===== src/sv/itoa_pkg.sv =====
// Package: widths, mode codes, ASCII codes and control types of the integer to ASCII converter.
`default_nettype none
package itoa_pkg;

	// Width of the converted value
	localparam int VALUE_WIDTH = 64;

	// Decimal digits needed for 2^VALUE_WIDTH - 1 (1233/4096 approximates log10(2))
	localparam int DIG_N = ((VALUE_WIDTH * 1233) >> 12) + 1;
	localparam int BCD_W = 4 * DIG_N;

	// Counter widths
	localparam int BIT_CNT_W = $clog2(VALUE_WIDTH + 1);
	localparam int DIG_CNT_W = $clog2(DIG_N + 1);

	// Mode codes
	localparam logic [1:0] OP_SIGNED   = 2'd0;
	localparam logic [1:0] OP_UNSIGNED = 2'd1;

	// ASCII codes
	localparam logic [7:0] CHAR_ZERO  = 8'h30;
	localparam logic [7:0] CHAR_MINUS = 8'h2d;
	localparam logic [7:0] CHAR_X     = 8'h78;
	localparam logic [7:0] CHAR_A_OFS = 8'h57;

	// Controls from the sequencer to the digit register
	typedef struct packed {
		logic load;
		logic hex;
		logic step;
		logic shift;
	} dab_ctl_t;

	// Map one digit to its lower-case ASCII character
	function automatic logic [7:0] digit_char(input logic [3:0] d);
		logic [7:0] ext;
		ext = {4'h0, d};
		if (d < 4'd10) begin
			digit_char = CHAR_ZERO + ext;
		end else begin
			digit_char = CHAR_A_OFS + ext;
		end
	endfunction

endpackage
`default_nettype wire


===== src/sv/itoa_dabble.sv =====
// Bit-serial double dabble digit register with a nibble shift-out for emission.
`default_nettype none
module itoa_dabble
	import itoa_pkg::*;
(
	input  wire logic                   clk,
	input  wire dab_ctl_t               ctl,
	input  wire logic [VALUE_WIDTH-1:0] mag,
	output logic [3:0]                  top_digit
);

	logic [VALUE_WIDTH-1:0] mag_q;
	logic [BCD_W-1:0]       bcd_q;
	logic [BCD_W-1:0]       adj;
	logic [BCD_W-1:0]       hex_load;

	// Add three to every digit of five or more before the shift
	always_comb begin
		for (int i = 0; i < DIG_N; i++) begin
			if (bcd_q[4*i +: 4] >= 4'd5) begin
				adj[4*i +: 4] = bcd_q[4*i +: 4] + 4'd3;
			end else begin
				adj[4*i +: 4] = bcd_q[4*i +: 4];
			end
		end
	end

	// Place hex nibbles straight into the digit register
	always_comb begin
		hex_load = '0;
		hex_load[VALUE_WIDTH-1:0] = mag;
	end

	// Load, shift in one magnitude bit, or shift out one digit
	always_ff @(posedge clk) begin
		if (ctl.load) begin
			mag_q <= mag;
			bcd_q <= ctl.hex ? hex_load : '0;
		end else if (ctl.step) begin
			bcd_q <= {adj[BCD_W-2:0], mag_q[VALUE_WIDTH-1]};
			mag_q <= {mag_q[VALUE_WIDTH-2:0], 1'b0};
		end else if (ctl.shift) begin
			bcd_q <= {bcd_q[BCD_W-5:0], 4'h0};
		end
	end

	assign top_digit = bcd_q[BCD_W-1 -: 4];

endmodule
`default_nettype wire


===== src/sv/integer_to_ascii_converter.sv =====
// Top level: converts a value to signed decimal, unsigned decimal or hex ASCII text.
//
//   channel  direction  handshake              payload
//   input    in         in_valid / in_ready    op, value
//   output   out        out_valid / out_ready  ascii_char, last_char
//
// A request passes through a load, the bit-serial double dabble over VALUE_WIDTH bits
// (skipped in hex mode), the prefix characters, the skip of leading zeros and the digits.
// The shift register of the digit unit takes one bit in a cycle, and gives one digit
// out a cycle while the output is not stalled. Reset needs no clearing pass. A stalled
// output holds the sequencer; a new request is taken once the last character sits in
// the output register.
`default_nettype none
module integer_to_ascii_converter
	import itoa_pkg::*;
(
	input  wire logic                   clk,
	input  wire logic                   arst_n,
	input  wire logic                   in_valid,
	output logic                        in_ready,
	input  wire logic [1:0]             op,
	input  wire logic [63:0]            value,
	output logic                        out_valid,
	input  wire logic                   out_ready,
	output logic [7:0]                  ascii_char,
	output logic                        last_char
);

	localparam logic [2:0] ST_IDLE = 3'd0;
	localparam logic [2:0] ST_CONV = 3'd1;
	localparam logic [2:0] ST_PRE  = 3'd2;
	localparam logic [2:0] ST_SKIP = 3'd3;
	localparam logic [2:0] ST_EMIT = 3'd4;

	logic [2:0]             state_q;
	logic [BIT_CNT_W-1:0]   bit_cnt_q;
	logic [DIG_CNT_W-1:0]   dig_cnt_q;
	logic [1:0]             pre_left_q;
	logic                   hex_q;
	logic                   out_valid_q;
	logic [7:0]             char_q;
	logic                   last_q;

	logic                   accept;
	logic                   out_free;
	logic [VALUE_WIDTH-1:0] v;
	logic                   neg;
	logic [VALUE_WIDTH-1:0] mag;
	logic [3:0]             top_digit;
	logic                   load_out;
	logic [7:0]             load_char;
	logic                   load_last;
	dab_ctl_t               ctl;

	assign in_ready = (state_q == ST_IDLE);
	assign accept   = in_valid && in_ready;
	assign out_free = !out_valid_q || out_ready;

	// Take the magnitude of the request
	assign v   = value[VALUE_WIDTH-1:0];
	assign neg = (op == OP_SIGNED) && v[VALUE_WIDTH-1];
	assign mag = neg ? (~v + 1'b1) : v;

	// Drive the digit unit and the output register
	always_comb begin
		ctl       = '0;
		ctl.load  = accept;
		ctl.hex   = op[1];
		load_out  = 1'b0;
		load_char = digit_char(top_digit);
		load_last = 1'b0;
		unique case (state_q)
			ST_IDLE: begin
			end
			ST_CONV: begin
				ctl.step = 1'b1;
			end
			ST_PRE: begin
				load_out = (pre_left_q != 2'd0) && out_free;
				if (!hex_q) begin
					load_char = CHAR_MINUS;
				end else if (pre_left_q == 2'd2) begin
					load_char = CHAR_ZERO;
				end else begin
					load_char = CHAR_X;
				end
			end
			ST_SKIP: begin
				ctl.shift = (top_digit == 4'h0) && (dig_cnt_q > DIG_CNT_W'(1));
			end
			ST_EMIT: begin
				load_out  = out_free;
				load_last = (dig_cnt_q == DIG_CNT_W'(1));
				ctl.shift = out_free;
			end
			default: begin
			end
		endcase
	end

	// Advance the sequencer
	always_ff @(posedge clk or negedge arst_n) begin
		if (!arst_n) begin
			state_q    <= ST_IDLE;
			bit_cnt_q  <= '0;
			dig_cnt_q  <= '0;
			pre_left_q <= '0;
			hex_q      <= 1'b0;
		end else begin
			unique case (state_q)
				ST_IDLE: begin
					if (accept) begin
						hex_q     <= op[1];
						bit_cnt_q <= BIT_CNT_W'(VALUE_WIDTH);
						dig_cnt_q <= DIG_CNT_W'(DIG_N);
						if (op[1]) begin
							pre_left_q <= 2'd2;
							state_q    <= ST_PRE;
						end else begin
							pre_left_q <= neg ? 2'd1 : 2'd0;
							state_q    <= ST_CONV;
						end
					end
				end
				ST_CONV: begin
					bit_cnt_q <= bit_cnt_q - 1'b1;
					if (bit_cnt_q == BIT_CNT_W'(1)) begin
						state_q <= ST_PRE;
					end
				end
				ST_PRE: begin
					if (pre_left_q == 2'd0) begin
						state_q <= ST_SKIP;
					end else if (out_free) begin
						pre_left_q <= pre_left_q - 1'b1;
					end
				end
				ST_SKIP: begin
					if (ctl.shift) begin
						dig_cnt_q <= dig_cnt_q - 1'b1;
					end else begin
						state_q <= ST_EMIT;
					end
				end
				ST_EMIT: begin
					if (out_free) begin
						dig_cnt_q <= dig_cnt_q - 1'b1;
						if (load_last) begin
							state_q <= ST_IDLE;
						end
					end
				end
				default: begin
					state_q <= ST_IDLE;
				end
			endcase
		end
	end

	// Hold or drop the output valid flag
	always_ff @(posedge clk or negedge arst_n) begin
		if (!arst_n) begin
			out_valid_q <= 1'b0;
		end else if (load_out) begin
			out_valid_q <= 1'b1;
		end else if (out_ready) begin
			out_valid_q <= 1'b0;
		end
	end

	// Capture the character payload
	always_ff @(posedge clk) begin
		if (load_out) begin
			char_q <= load_char;
			last_q <= load_last;
		end
	end

	itoa_dabble u_dabble (
		.clk       (clk),
		.ctl       (ctl),
		.mag       (mag),
		.top_digit (top_digit)
	);

	assign out_valid  = out_valid_q;
	assign ascii_char = char_q;
	assign last_char  = last_q;

endmodule
`default_nettype wire


===== config.mk =====
export PLATFORM = sky130hd
export DESIGN_NAME = integer_to_ascii_converter
export DESIGN_NICKNAME = d
export VERILOG_FILES = /design/src/sv/itoa_pkg.sv /design/src/sv/itoa_dabble.sv /design/src/sv/integer_to_ascii_converter.sv
export SDC_FILE = /design/constraint.sdc
export NUM_CORES = 1
export LEC_CHECK = 0
export CORE_ASPECT_RATIO = 1.75
export CORE_MARGIN = 5
export CORE_UTILIZATION = 33
export DETAILED_ROUTE_END_ITERATION = 8
export DONT_BUFFER_PORTS = 1
export GPL_TIMING_DRIVEN = 0
export PLACE_DENSITY = 0.5
export SLEW_MARGIN = 20
export SYNTH_ARGS = -nofsm -noshare
export SYNTH_HDL_FRONTEND = slang
export SYNTH_SLANG_ARGS = --single-unit

===== constraint.sdc =====
create_clock -name clk -period 5.4 [get_ports clk]
set_input_delay 0.81 -clock clk [delete_from_list [all_inputs] [get_ports clk]]
set_output_delay 0.81 -clock clk [all_outputs]
set_load 0.1 [all_outputs]

# After elaboration in Yosys (flattened, before gate mapping)
# Index checks and enable logic that the tools add are counted.
dict set report classes {
  n_mux 57
  n_addsub 26
  eq_ne 16
  magnitude_cmp 22
  reduce_logical 22
  bitwise_logic 1
}
# cell count
set ops {}
lappend ops {{$mux 64} 4}
lappend ops {{$mux 80} 3}
lappend ops {{$ge 4x3->1 const B} 20}
lappend ops {{$add 4x2->4 const B} 19}
lappend ops {{$mux 4} 19}
lappend ops {{$add 64x1->64 const B} 1}
lappend ops {{$not 64->64} 1}
lappend ops {{$mux 3} 7}
lappend ops {{$mux 7} 3}
lappend ops {{$mux 8} 2}
lappend ops {{$ne 2x2->1 const B} 8}
lappend ops {{$mux 5} 3}
lappend ops {{$pmux 3 s5} 1}
lappend ops {{$pmux 5 s3} 1}
lappend ops {{$pmux 7 s2} 1}
lappend ops {{$mux 2} 5}
lappend ops {{$reduce_bool 2->1} 5}
lappend ops {{$add 7x4->8 const A} 1}
lappend ops {{$reduce_and 4->1} 2}
lappend ops {{$add 6x4->7 const A} 1}
lappend ops {{$eq 7x1->1 const B} 1}
lappend ops {{$sub 7x1->7 const B} 1}
lappend ops {{$eq 3x2->1 const B} 2}
lappend ops {{$reduce_and 6->1} 1}
lappend ops {{21 further kinds} 32}
dict set report word_totals {
  regBits 172
  output_inout_bits 11
  wordCells 154
}

# Longest topological paths before layout
# Gate-level depths: netlist of run 1.
dict set report depth {
  depth_word 6
  mapped_depth 9
}

# Hierarchy
# Synthesis of run 1 repeated with hierarchy kept, for this count alone.
dict set report unflattened {
  hier_cells 1129
  hier_area_um2 11573.6
}
# mod area_per_inst_um2 instances cells_each seq_area_each_um2
set modules_own_cells {}
lappend modules_own_cells {itoa_dabble 8443.1 1 736 4324.1}
lappend modules_own_cells {integer_to_ascii_converter 3130.5 1 393 715.7}

# Worst setup path before layout of run 1
# Ideal clock, no wire load.
dict set report synth_path {
  path_type {register -> register}
  start {reg state_q[0]}
  end {reg u_dabble.bcd_q[40], data pin}
  slack_ns -0.577
  path_stages_with_launch 9
  path_buffers 3
  arrival_ns 5.622
  setup_time_ns 0.355
  required_time_ns 5.045
  cell_sequence {dfrtp_1 > clkbuf_1 > nor3_1 > and2_1 > clkbuf_1 > nor2_1 > inv_2 > clkbuf_1 > o221ai_1}
}
dict set report synth_via {
  word_cells_on_any_way 6
}
# element line
set synth_rtl {}
lappend synth_rtl {{from (decl)} integer_to_ascii_converter.sv:35} ;# logic [2:0] state_q;
lappend synth_rtl {{from (signal assigned)} integer_to_ascii_converter.sv:104} ;# state_q <= ST_IDLE;
lappend synth_rtl {{from (signal assigned)} integer_to_ascii_converter.sv:118} ;# state_q <= ST_PRE;
lappend synth_rtl {{from (signal assigned)} integer_to_ascii_converter.sv:121} ;# state_q <= ST_CONV;
lappend synth_rtl {{$logic_not 3->1} integer_to_ascii_converter.sv:55} ;# assign in_ready = (state_q == ST_IDLE);
lappend synth_rtl {{net in_ready} integer_to_ascii_converter.sv:20} ;# output logic in_ready,
lappend synth_rtl {{$logic_and 1x1->1} integer_to_ascii_converter.sv:56} ;# assign accept = in_valid && in_ready;
lappend synth_rtl {{$mux 80} itoa_dabble.sv:36} ;# if (ctl.load) begin
lappend synth_rtl {{to (signal assigned)} itoa_dabble.sv:38} ;# bcd_q <= ctl.hex ? hex_load : '0;
lappend synth_rtl {{to (signal assigned)} itoa_dabble.sv:40} ;# bcd_q <= {adj[BCD_W-2:0], mag_q[VALUE_WIDTH-1]};
lappend synth_rtl {{to (signal assigned)} itoa_dabble.sv:43} ;# bcd_q <= {bcd_q[BCD_W-5:0], 4'h0};
lappend synth_rtl {{to (decl)} itoa_dabble.sv:13} ;# logic [BCD_W-1:0] bcd_q;
# The timed path passes the listed nets, and every way through them passes these cells.
# A chain may end at the register's enable or synchronous reset.

# Worst setup path in the final report of run 1
dict set report layout_path {
  start {reg state_q[0]}
  end {reg u_dabble.bcd_q[26] (enable)}
}
dict set report layout_via {
  elab_chain_len 3
  word_cells_on_any_way 8
}
# element line
set layout_lines {}
lappend layout_lines {{$logic_not 3->1} integer_to_ascii_converter.sv:55}
lappend layout_lines {{net in_ready} integer_to_ascii_converter.sv:20}
lappend layout_lines {{$logic_and 1x1->1} integer_to_ascii_converter.sv:56}
lappend layout_lines {{$reduce_bool 3->1 (no source line)} -}
# The timed path passes the listed nets, and every way through them passes these cells.

==> metrics, run 1 <==
Tmin final 4330 ps; Clock Root Buffer clkbuf_16; RSZ-0062 raised after global routing no; internal power of the cells 4.45 mW; largest voltage drop on the vdd net 0.293 mV; Post-DRT Antenna Nets 0; total congestion overflow after global routing 0; Reg clk slew, reported paths 70 ps; number of global-route vias before repair 9,010; synthesis-to-layout area growth 10.7%; number of flops mapped to enable cells by yosys 152; highest clock rate 0.231 GHz; leading post-synthesis cells by instance count 152 x edfxtp_1, 123 x o21ai_0, 122 x nand2_1; largest net degree at the start of global routing 51; status completed; worst rel slew slack 0.316; number of gates resized after cts 0; top-level port count 81; H-tree level count 4; Hold/Removal Path Class input pin to asynchronous set/reset pin; required time of the critical path 5530 ps; share of total power consumed by net switching 0.421; Yosys cell types 64; average wire per cell in the routed design 20.7 microns; number of hold violations in the final report 0; Tot Pwr 7.68 mW; Worst Setup Slack post-DPL 1070 ps; part of the Yosys area used for sequential elements 0.463; max-slew violation total from the final report 0; total leakage power 4.09 nW; CTS Buffer Depth 2; global-route wire length before repair 50.9 mm; cell type contributing the most total cell area after synthesis edfxtp_1; Post-Syn Nets 1,257; average size of a mapped cell 9.55 sq um; sum of net half-perimeters after detailed placement 24.9 mm; First DRT Iteration DRCs 433; Clk pwr share 0.166; fraction of layout instances using a drive strength above 1 0.0520; buffers inserted by post-CTS timing repair 0; cell with the most instances after synthesis edfxtp_1; buffers added on ports 0; Post-CTS Hold Fix Bufs 0; post-route cell area 12,000 sq um; final critical-path setup slack 1070 ps; Cell Area, Placed 11,500 sq um; top_reg_cell synth edfxtp_1; final WL 32.8 mm; Placer Congestion 0.833; kind of end point of the critical path flip-flop; net count of the finished layout 1,279; post-synthesis sequential element count 171; clock tree from TritonCTS yes; Pre-Repair DR Iteration Count 5; Final Skew 11.7 ps; arrival time of the worst setup path 4450 ps; drt drc 0; Die Span Y 250 microns; die outline width 147 microns; power dissipated by switching net loads 3.24 mW; setup violation total in the final timing report 0; Synth async-reset ratio 0.111; number of antenna violations at the first check in global routing 0; starting density of the core 0.332; GRT Overall Usage 0.179; clock sink count 171; path type of the worst setup path flip-flop to flip-flop; startpoint class of the critical path flip-flop; Logic pwr share 0.413; part of the total power dissipated in sequential elements 0.420; fraction of synthesized cell area taken by the top area cell type 0.420; slew at the pin closest to its max-slew limit 1020 ps; share of the clock period used by the worst path after layout 0.802; placeable core region 32,800 sq um; setup TNS 0 ps; insertion delay of the later-clocked pin in the worst-skew pair 460 ps; pwr dens 638 nW/um^2; count of maximum capacitance violations 0; clock buffer count from CTS 17; warning count from the yosys run 0; Syn Std Cell Area 10,900 sq um; Row Count 88; die area 36,800 sq um; critical path fanouts, max 50; Post-Synthesis Cells 1,139; Synth area leaders edfxtp_1 42%, o21ai_0 5.7%, ha_1 5.5%; ant diodes 0; count of vias placed by the detailed router 8,809; ratio of routed vias to standard cells 5.58
cells by family after synthesis:
kind of cell             count (synthesis)  synth area share
XOR/XNOR                                84            0.0676
AO/OA/AOI/OAI                          361             0.198
multiplexers                             1          0.000920
flip-flops                             171             0.463
AND/OR/NAND/NOR                        362             0.175
buffers and inverters                  110            0.0391
other                                    2          0.000690
adder cells (fa/ha/maj)                 48            0.0552
power groups by stage:
stage | registers, mW | logic, mW | clock network (mW)
finish | 3.23 | 3.18 | 1.28
global route | 3.31 | 3.62 | 1.36
CTS | 3.23 | 3.23 | 1.30
detailed placement | 3.25 | 3.21 | 0
global placement | 3.32 | 3.07 | 0
floorplan | 3.13 | 2.38 | 0
cell usage in the layout, fill, tap and decap left out, types with 29 or more instances in the layout:
cell      instances
a22oi_1          37
nor2_1           60
nor3b_1          33
ha_1             48
clkbuf_1         54
o21ai_0         123
xnor2_1          29
nand2_1         121
o21ai_1          34
a21oi_1          89
edfxtp_1        152
xor2_1           55
inv_1            50
metrics by stage:
step	utilization	hold WS, ps	instances
6_report	0.367	46.4	1579
5_1_grt	0.367	31.1	1579
4_1_cts	0.367	23.9	1579
3_5_place_dp	0.349	484	1547
3_3_place_gp	0.347	477	1544
2_1_floorplan	-	447	1139
path summary, 6_finish.rpt:
check                           slack (ps)                      start  cells past startpoint                            to
worst min register to register         490  pre_left_q[0]$_DFFE_PN0P_                      1     pre_left_q[0]$_DFFE_PN0P_
worst max-delay path                  1070     state_q[0]$_DFFE_PN0P_                     10  u_dabble.bcd_q[26]$_DFFE_PP_
worst max register to register        1070     state_q[0]$_DFFE_PN0P_                     10  u_dabble.bcd_q[26]$_DFFE_PP_
worst min-delay path                    50                     arst_n                      0      bit_cnt_q[1]$_DFFE_PN0P_
max in group asynchronous             5280                     arst_n                      0        state_q[1]$_DFFE_PN0P_
min in group clk                       490  pre_left_q[0]$_DFFE_PN0P_                      1     pre_left_q[0]$_DFFE_PN0P_
cell type report:
cell class | instances | area, sq um
Buffer | 59 | 238
Clock buffer | 19 | 433
Clock inverter | 13 | 151
Fill cell | 3348 | 20800
Inverter | 51 | 191
Multi-Input combinational cell | 858 | 5430
Sequential cell | 171 | 5040
Tap cell | 405 | 507
Timing Repair Buffer | 3 | 52.6
flip-flops by register name (all words and copies together) (netlist names), 2 cells and up:
signal / flops
u_dabble.bcd_q: 80
u_dabble.mag_q: 64
ascii_char: 7
bit_cnt_q: 7
dig_cnt_q: 5
state_q: 3
pre_left_q: 2
routing by layer:
metal / wire length (microns) / GRT usage / vias to the layer above
met1: 12000 / 0.183 / 4310
met4: 1330 / 0.0824 / 0
li1: - / - / 4243
met2: 18000 / 0.341 / 191
met3: 1460 / 0.0395 / 65
met5: 0 / 0 / -
worst max-delay path, stage by stage (launching register included):
cell,delay (ps)
dfrtp_1,360
clkbuf_1,220
nor3_4,880
buf_2,280
and2_1,120
clkbuf_1,250
nor2_1,200
clkbuf_1,320
clkbuf_1,440
nand2_4,520
buf_16,310
Note: power is estimated with default switching activity, not from simulation.
==> run 2: changes to the inputs <==
--- a/config.mk
+++ b/config.mk
@@ -5,13 +5,14 @@
 export SDC_FILE = /design/constraint.sdc
 export NUM_CORES = 1
 export LEC_CHECK = 0
+export ABC_AREA = 1
 export CORE_ASPECT_RATIO = 1.75
 export CORE_MARGIN = 5
 export CORE_UTILIZATION = 33
 export DETAILED_ROUTE_END_ITERATION = 8
 export DONT_BUFFER_PORTS = 1
 export GPL_TIMING_DRIVEN = 0
-export PLACE_DENSITY = 0.5
+export PLACE_DENSITY = 0.51
 export SLEW_MARGIN = 20
 export SYNTH_ARGS = -nofsm -noshare
 export SYNTH_HDL_FRONTEND = slang
==> constraint.sdc (replaced) <==
create_clock -name clk -period 3.5 [get_ports clk]
set_input_delay 0.525 -clock clk [delete_from_list [all_inputs] [get_ports clk]]
set_output_delay 0.525 -clock clk [all_outputs]
set_load 0.1 [all_outputs]
==> run 2 against run 1 <==
Wire length rose by 25%. Largest power group is now combinational logic. Critical path depth did not move. Sequential share of layout area fell by 3.1 points. Worst setup slack got worse by 780 ps. Clock-buffer cell count did not move. First-iteration DRC count rose by 72%. Highest routed layer unchanged. Worst hold slack improved by 230 ps. Global-route usage rose by 2.4 points. Cell count rose by 25%. Non-clock buffer count fell by 13. Area after synthesis rose by 8.1%. Combinational power rose by 76%. Critical path type unchanged.
==> metrics, run 2 <==
die area 39,600 sq um (+7.6%); CTS Buffer Depth 2 (unchanged); leading post-synthesis cells by instance count 350 x nand2_1, 173 x inv_1, 159 x nor2_1; largest family of logic cells by synthesized area simple AND/OR/NAND/NOR gates; Final Skew 13.1 ps (+1.36 ps); average size of a mapped cell 7.98 sq um (-16%); sum of net half-perimeters after detailed placement 32.0 mm (+28%); WP depth 10 (unchanged); Reg clk slew, reported paths 70 ps (about the same); fraction of the mapped netlist area in compound gates 0.164 (-0.0338); combined flip-flop and latch cell area 5040 sq um (unchanged); number of hold violations in the final report 0 (unchanged); Clock Root Buffer clkbuf_16; insertion delay of the later-clocked pin in the worst-skew pair 460 ps (about the same); kind of end point of the critical path flip-flop; Reg with most FFs u_dabble.bcd_q; Tot Pwr 12.7 mW (+65%); Pre-Repair DR Iteration Count 6 (+1); setup violation total in the final timing report 0 (unchanged); cell count of the worst reg-to-reg path 10 (unchanged); synthesis-to-layout area growth 10.7% (about the same); part of the Yosys area used for sequential elements 0.429 (-0.0345); count of maximum capacitance violations 0 (unchanged); Yosys cell types 50 (-22%); average wire per cell in the routed design 20.7 microns (-0.18%); Die Span Y 260 microns (+3.8%); pwr dens 973 nW/um^2 (+52%); proportion of synthesized area in mux cells 0 (-0.000920); fraction of synthesized cell area taken by the top area cell type 0.388 (-0.0313); First DRT Iteration DRCs 745 (+72%); RSZ-0062 raised after global routing no; placeable core region 35,300 sq um (+7.6%); number of flops mapped to enable cells by yosys 152 (unchanged); total congestion overflow after global routing 0 (unchanged); final WL 40.9 mm (+25%); Syn Std Cell Area 11,800 sq um (+8.1%); Worst Setup Slack post-DPL 233 ps (-839 ps); GRT Overall Usage 0.203 (+0.0239); Buf+Inv Stages, Crit Path 5 (-1); top library cells by usage in the layout, fill and taps aside 349 x nand2_1, 173 x inv_1, 159 x nor2_1; global-route wire length before repair 60.7 mm (+19%); number of global-route vias before repair 10,300 (+14%); clock tree from TritonCTS yes; slowest cell on the critical path nor2_4; fraction of layout instances using a drive strength above 1 0.0776 (+0.0257); Synth async-reset ratio 0.111 (unchanged); longest individual stage delay on the worst path 550 ps (-330 ps); largest voltage drop on the vdd net 0.422 mV (+44%); number of antenna violations at the first check in global routing 0 (unchanged); cell type contributing the most total cell area after synthesis edfxtp_1; critical path fanouts, max 42 (-16%); Post-Syn Nets 1,591 (+27%); max reg flops 80 (unchanged); ratio of routed vias to standard cells 5.31 (-4.8%); biggest registers after layout u_dabble.bcd_q: 80 flops, u_dabble.mag_q: 64 flops; Post-Synthesis Cells 1,473 (+29%); warning count from the yosys run 0 (unchanged); largest net degree at the start of global routing 74 (+45%); met3 routed wirelength 2.32 mm (+58%); most common cell after layout, fill and taps aside nand2_1; Placer Congestion 0.906 (+8.8%); family with the most delay on the worst path simple AND/OR/NAND/NOR gates; path type of the worst setup path flip-flop to flip-flop; Tmin final 3210 ps (-1120 ps); total leakage power 5.42 nW (+32%); required time of the critical path 3640 ps (-1890 ps); Row Count 91 (+3.4%); Synth Area in XOR/XNOR 0.0328 (-0.0348); simple logic cell fraction of the synthesized area 0.240 (+0.0654); worst rel slew slack 0.387 (+0.0708); drt drc 0 (unchanged); post-synthesis share of cell area spent on full adders, half adders and majority gates 0.0511 (-0.00411); Hold Slack 280 ps (+234 ps); total met2 wirelength after detailed routing 21.1 mm (+17%); top-level port count 81 (unchanged); status completed; clock buffer count from CTS 17 (unchanged); H-tree level count 4 (unchanged); top_reg_cell synth edfxtp_1; Post-DRT Antenna Nets 0 (unchanged); Hold/Removal Path Class input pin to flip-flop; net count of the finished layout 1,612 (+26%); critical path cell sequence inv_2, nand2_2, nor2_4, nand2_4, inv_4, nor2_4, buf_6, buf_2, nand2_4, buf_16; clock sink count 171 (unchanged); die outline width 153 microns (+3.7%); starting density of the core 0.333 (+0.00147); share of the clock period used by the worst path after layout 0.916 (+0.115); post-synthesis sequential element count 171 (unchanged); # fillers 3,690 (+10%); buffers added on ports 0 (unchanged); arrival time of the worst setup path 3350 ps (-1100 ps); met1 wire length 14.9 mm (+24%); max-slew violation total from the final report 0 (unchanged); Synth area leaders edfxtp_1 39%, nand2_1 11%, inv_1 5.5%; final critical-path setup slack 294 ps (-778 ps); cell with the most instances after synthesis nand2_1; slew at the pin closest to its max-slew limit 917 ps (-106 ps); count of vias placed by the detailed router 10,500 (+19%); startpoint class of the critical path flip-flop; worst hold path cell count 1; highest clock rate 0.312 GHz (+35%); top layer reached by signal wires met4; area of the multi-input gates 5760 sq um (+6.0%)
[run 2: cell type report]
type | instances | area share
Clock inverter | 13 | 0.0147
Timing Repair Buffer | 2 | 0.00289
Buffer | 47 | 0.0216
Inverter | 181 | 0.0524
Antenna cell | 1 | 0.000192
Multi-Input combinational cell | 1074 | 0.443
Sequential cell | 171 | 0.387
Clock buffer | 19 | 0.0333
Tap cell | 465 | 0.0447
[run 2: routing by layer]
layer  track usage  vias to the layer above
li1              -                     5069
met1         0.210                     4967
met2         0.368                      341
met3        0.0490                      103
met4         0.121                        0
met5             0                        -
[run 2: through the flow]
stage	cell area (sq um)	TNS, ps	std cells	util
global route	13000	0	1972	0.368
CTS	13000	0	1972	0.368
floorplan	11800	0	1473	-
global placement	12300	-40790	1938	0.350
finish	13000	0	1973	0.369
detailed placement	12400	0	1939	0.351
[run 2: logic make-up (layout without fill, tap and decap cells)]
group                    count (synthesis)  count (layout)
other                                    2               3
XOR/XNOR                                44              44
AND/OR/NAND/NOR                        670             670
adder cells (fa/ha/maj)                 48              48
buffers and inverters                  228             262
flip-flops                             171             171
AO/OA/AOI/OAI                          310             310
[run 2: worst paths after layout]
check | from | to | slack (ps)
max in group asynchronous | arst_n | pre_left_q[1]$_DFFE_PN0P_ | 2280
min in group asynchronous | arst_n | state_q[2]$_DFFE_PN0P_ | 660
worst min-delay path | op[1] | u_dabble.bcd_q[0]$_DFFE_PP_ | 280
worst min register to register | bit_cnt_q[6]$_DFFE_PN0P_ | bit_cnt_q[6]$_DFFE_PN0P_ | 500
worst max register to register | state_q[2]$_DFFE_PN0P_ | u_dabble.bcd_q[49]$_DFFE_PP_ | 290
worst max-delay path | state_q[2]$_DFFE_PN0P_ | u_dabble.bcd_q[49]$_DFFE_PP_ | 290
[run 2: where the power goes]
part / switching (mW) / internal, mW / total, mW
combinational: 3.76 / 1.83 / 5.60
sequential: 0.934 / 4.03 / 4.96
clock: 0.891 / 1.20 / 2.09
total: 5.59 / 7.06 / 12.7
[run 2: what timing repair did]
| action | 4_1_cts | 5_1_grt |
|---|---|---|
| buffers inserted | 0 | 0 |
| gates resized for setup | 0 | 0 |
| endpoints found under the hold margin | 19 | 0 |
| hold buffers | 1 | 0 |
==> run 3: changes to the inputs <==
--- a/config.mk
+++ b/config.mk
@@ -6,13 +6,15 @@
 export NUM_CORES = 1
 export LEC_CHECK = 0
 export ABC_AREA = 1
-export CORE_ASPECT_RATIO = 1.75
+export CORE_ASPECT_RATIO = 0.6
 export CORE_MARGIN = 5
 export CORE_UTILIZATION = 33
+export CTS_CLUSTER_SIZE = 16
 export DETAILED_ROUTE_END_ITERATION = 8
 export DONT_BUFFER_PORTS = 1
 export GPL_TIMING_DRIVEN = 0
 export PLACE_DENSITY = 0.51
+export SKIP_LAST_GASP = 1
 export SLEW_MARGIN = 20
 export SYNTH_ARGS = -nofsm -noshare
 export SYNTH_HDL_FRONTEND = slang
==> run 3 against run 2 <==
Sequential power barely moved. Sequential cell count did not move. Utilization rose by 0.085 points. Via count rose by 0.79%. First-iteration DRC count rose by 50%. Cell count did not move. Wire length fell by 0.84%. Global-route usage barely moved. Non-clock buffer count fell by 1. Critical path depth fell by 1. Clock-buffer cell count did not move. Clock power fell by 5%. Critical endpoint is now u_dabble.bcd_q[20]$_DFFE_PP_. Highest routed layer unchanged.
==> metrics, run 3 (same netlist as run 2, synthesis figures left out) <==
clock tree from TritonCTS yes; worst rel slew slack 0.348 (-0.0391); number of hold violations in the final report 0 (unchanged); Placer Congestion 0.943 (+4.1%); number of gates resized after cts 0 (unchanged); worst hold path startpoint op[1]; max reg flops 80 (unchanged); die area 39,600 sq um (about the same); count of vias placed by the detailed router 10,600 (+0.79%); cell count of the worst reg-to-reg path 9 (-1); buffers inserted by post-CTS timing repair 0 (unchanged); drt drc 0 (unchanged); Clock Root Buffer clkbuf_16; Hold/Removal Path Class input pin to flip-flop; Post-CTS Hold Fix Bufs 1 (unchanged); clock buffer count from CTS 17 (unchanged); highest clock rate 0.325 GHz (+4.1%); synthesis-to-layout area growth 10.2%; Reg with most FFs u_dabble.bcd_q; Crit Reg-Reg Endpoint u_dabble.bcd_q[20]$_DFFE_PP_; pwr dens 970 nW/um^2 (-0.26%); max-slew violation total from the final report 0 (unchanged); Row Count 53 (-42%); Die Span Y 156 microns (-40%); setup violation total in the final timing report 0 (unchanged); die outline width 254 microns (+66%); total leakage power 5.40 nW (-0.36%); fraction of layout instances using a drive strength above 1 0.0784 (+0.000716); kind of end point of the critical path flip-flop; Critical path destination u_dabble.bcd_q[20]$_DFFE_PP_; ratio of routed vias to standard cells 5.35 (+0.79%); top library cells by usage in the layout, fill and taps aside 349 x nand2_1, 173 x inv_1, 159 x nor2_1; clock sink count 171 (unchanged); H-tree level count 4 (unchanged); sum of net half-perimeters after detailed placement 31.0 mm (-3.1%); GRT Overall Usage 0.203 (about the same); required time of the critical path 3590 ps (-50 ps); Pre-Repair DR Iteration Count 5 (-1); global-route wire length before repair 60.2 mm (-0.85%); most common cell after layout, fill and taps aside nand2_1; largest voltage drop on the vdd net 0.458 mV (+8.4%); Worst setup startpoint state_q[0]$_DFFE_PN0P_; share of the core filled with cells 0.369 (+0.000848); Tmin final 3080 ps (-126 ps); final WL 40.5 mm (-0.84%); slew at the pin closest to its max-slew limit 979 ps (+61.7 ps); buffers added on ports 0 (unchanged); share of the clock period used by the worst path after layout 0.880 (-0.0360); RSZ-0062 raised after global routing no; register-to-register path setup slack 420 ps (+130 ps); average wire per cell in the routed design 20.5 microns (-0.84%); number of global-route vias before repair 9,700 (-5.9%); biggest registers after layout u_dabble.bcd_q: 80 flops, u_dabble.mag_q: 64 flops; status completed; placeable core region 35,100 sq um (-0.61%); arrival time of the worst setup path 3170 ps (-180 ps); largest net degree at the start of global routing 81 (+9.5%); Post-DRT Antenna Nets 0 (unchanged); ant diodes 0 (-1); insertion delay of the later-clocked pin in the worst-skew pair 460 ps (about the same); count of maximum capacitance violations 0 (unchanged); R2R Path Start state_q[0]$_DFFE_PN0P_; First DRT Iteration DRCs 1,115 (+50%); path type of the worst setup path flip-flop to flip-flop; number of antenna violations at the first check in global routing 0 (unchanged); critical path fanouts, max 80 (+90%); setup TNS 0 ps (unchanged); CTS Buffer Depth 2 (unchanged); worst hold path cell count 1 (unchanged); Final Skew 14.4 ps (+1.37 ps); net count of the finished layout 1,611 (-0.062%); top-level port count 81 (unchanged); starting density of the core 0.335 (+0.00205); startpoint class of the critical path flip-flop; total congestion overflow after global routing 0 (unchanged); Reg clk slew, reported paths 70 ps (about the same)
## run 3: changes by cell type in the layout (fill, tap and decap cells not counted), moves of 2 or more
cell | previous run | this run
bufinv_16 | 4 | 1
clkbuf_1 | 14 | 12
clkinv_4 | 3 | 1
inv_6 | 2 | 4
inv_8 | 0 | 2
## run 3: per-stage QoR
stage                     instance area (sq um)  hold WS, ps  instances  power [mW]  setup WS (ps)
after floorplan                           11800          229       1473        8.86            463
after global placement                    12300          231       1940        10.5           -589
after detailed placement                  12400          231       1940        10.5            425
after CTS                                 13000          252       1973        12.6            404
after global routing                      13000          255       1973        13.6            260
final                                     13000          275       1973        12.6            420
## run 3: worst min path at each step
stage	to	slack [ps]
CTS	u_dabble.bcd_q[0]$_DFFE_PP_	250
global route	u_dabble.bcd_q[0]$_DFFE_PP_	250
global placement	out_valid$_DFFE_PN0P_	230
detailed placement	out_valid$_DFFE_PN0P_	230
finish	u_dabble.bcd_q[0]$_DFFE_PP_	280
floorplan	bit_cnt_q[0]$_DFFE_PN0P_	230
## run 3: report_power, final
part / switching, mW / internal, mW
Clock: 0.925 / 1.06
Combinational: 3.82 / 1.79
Sequential: 0.941 / 4.04
## run 3: cell type report
cell class,instances,area [sq um]
plain buffers,47,282
clock buffers,19,464
clock inverters,13,129
fillers,3612,22100
inverters,181,682
multi-input cells,1074,5770
flip-flops and latches,171,5040
well taps,467,584
repair buffers,1,10.0
## run 3: per-layer routing
| metal | global-route usage | share of wire | vias up |
|---|---|---|---|
| li1 | - | - | 5066 |
| met1 | 0.306 | 0.48 | 5022 |
| met2 | 0.283 | 0.40 | 433 |
| met3 | 0.0623 | 0.096 | 42 |
| met4 | 0.0465 | 0.016 | 0 |
| met5 | 0 | 0 | - |
## run 3: critical path, stage by stage, from the launching register on
cell	delay, ps
dfrtp_1	420
inv_1	80
nand2_2	80
nor2_4	560
nand2_4	260
inv_4	200
nor2_4	50
buf_6	150
buf_2	260
nand2_8	490
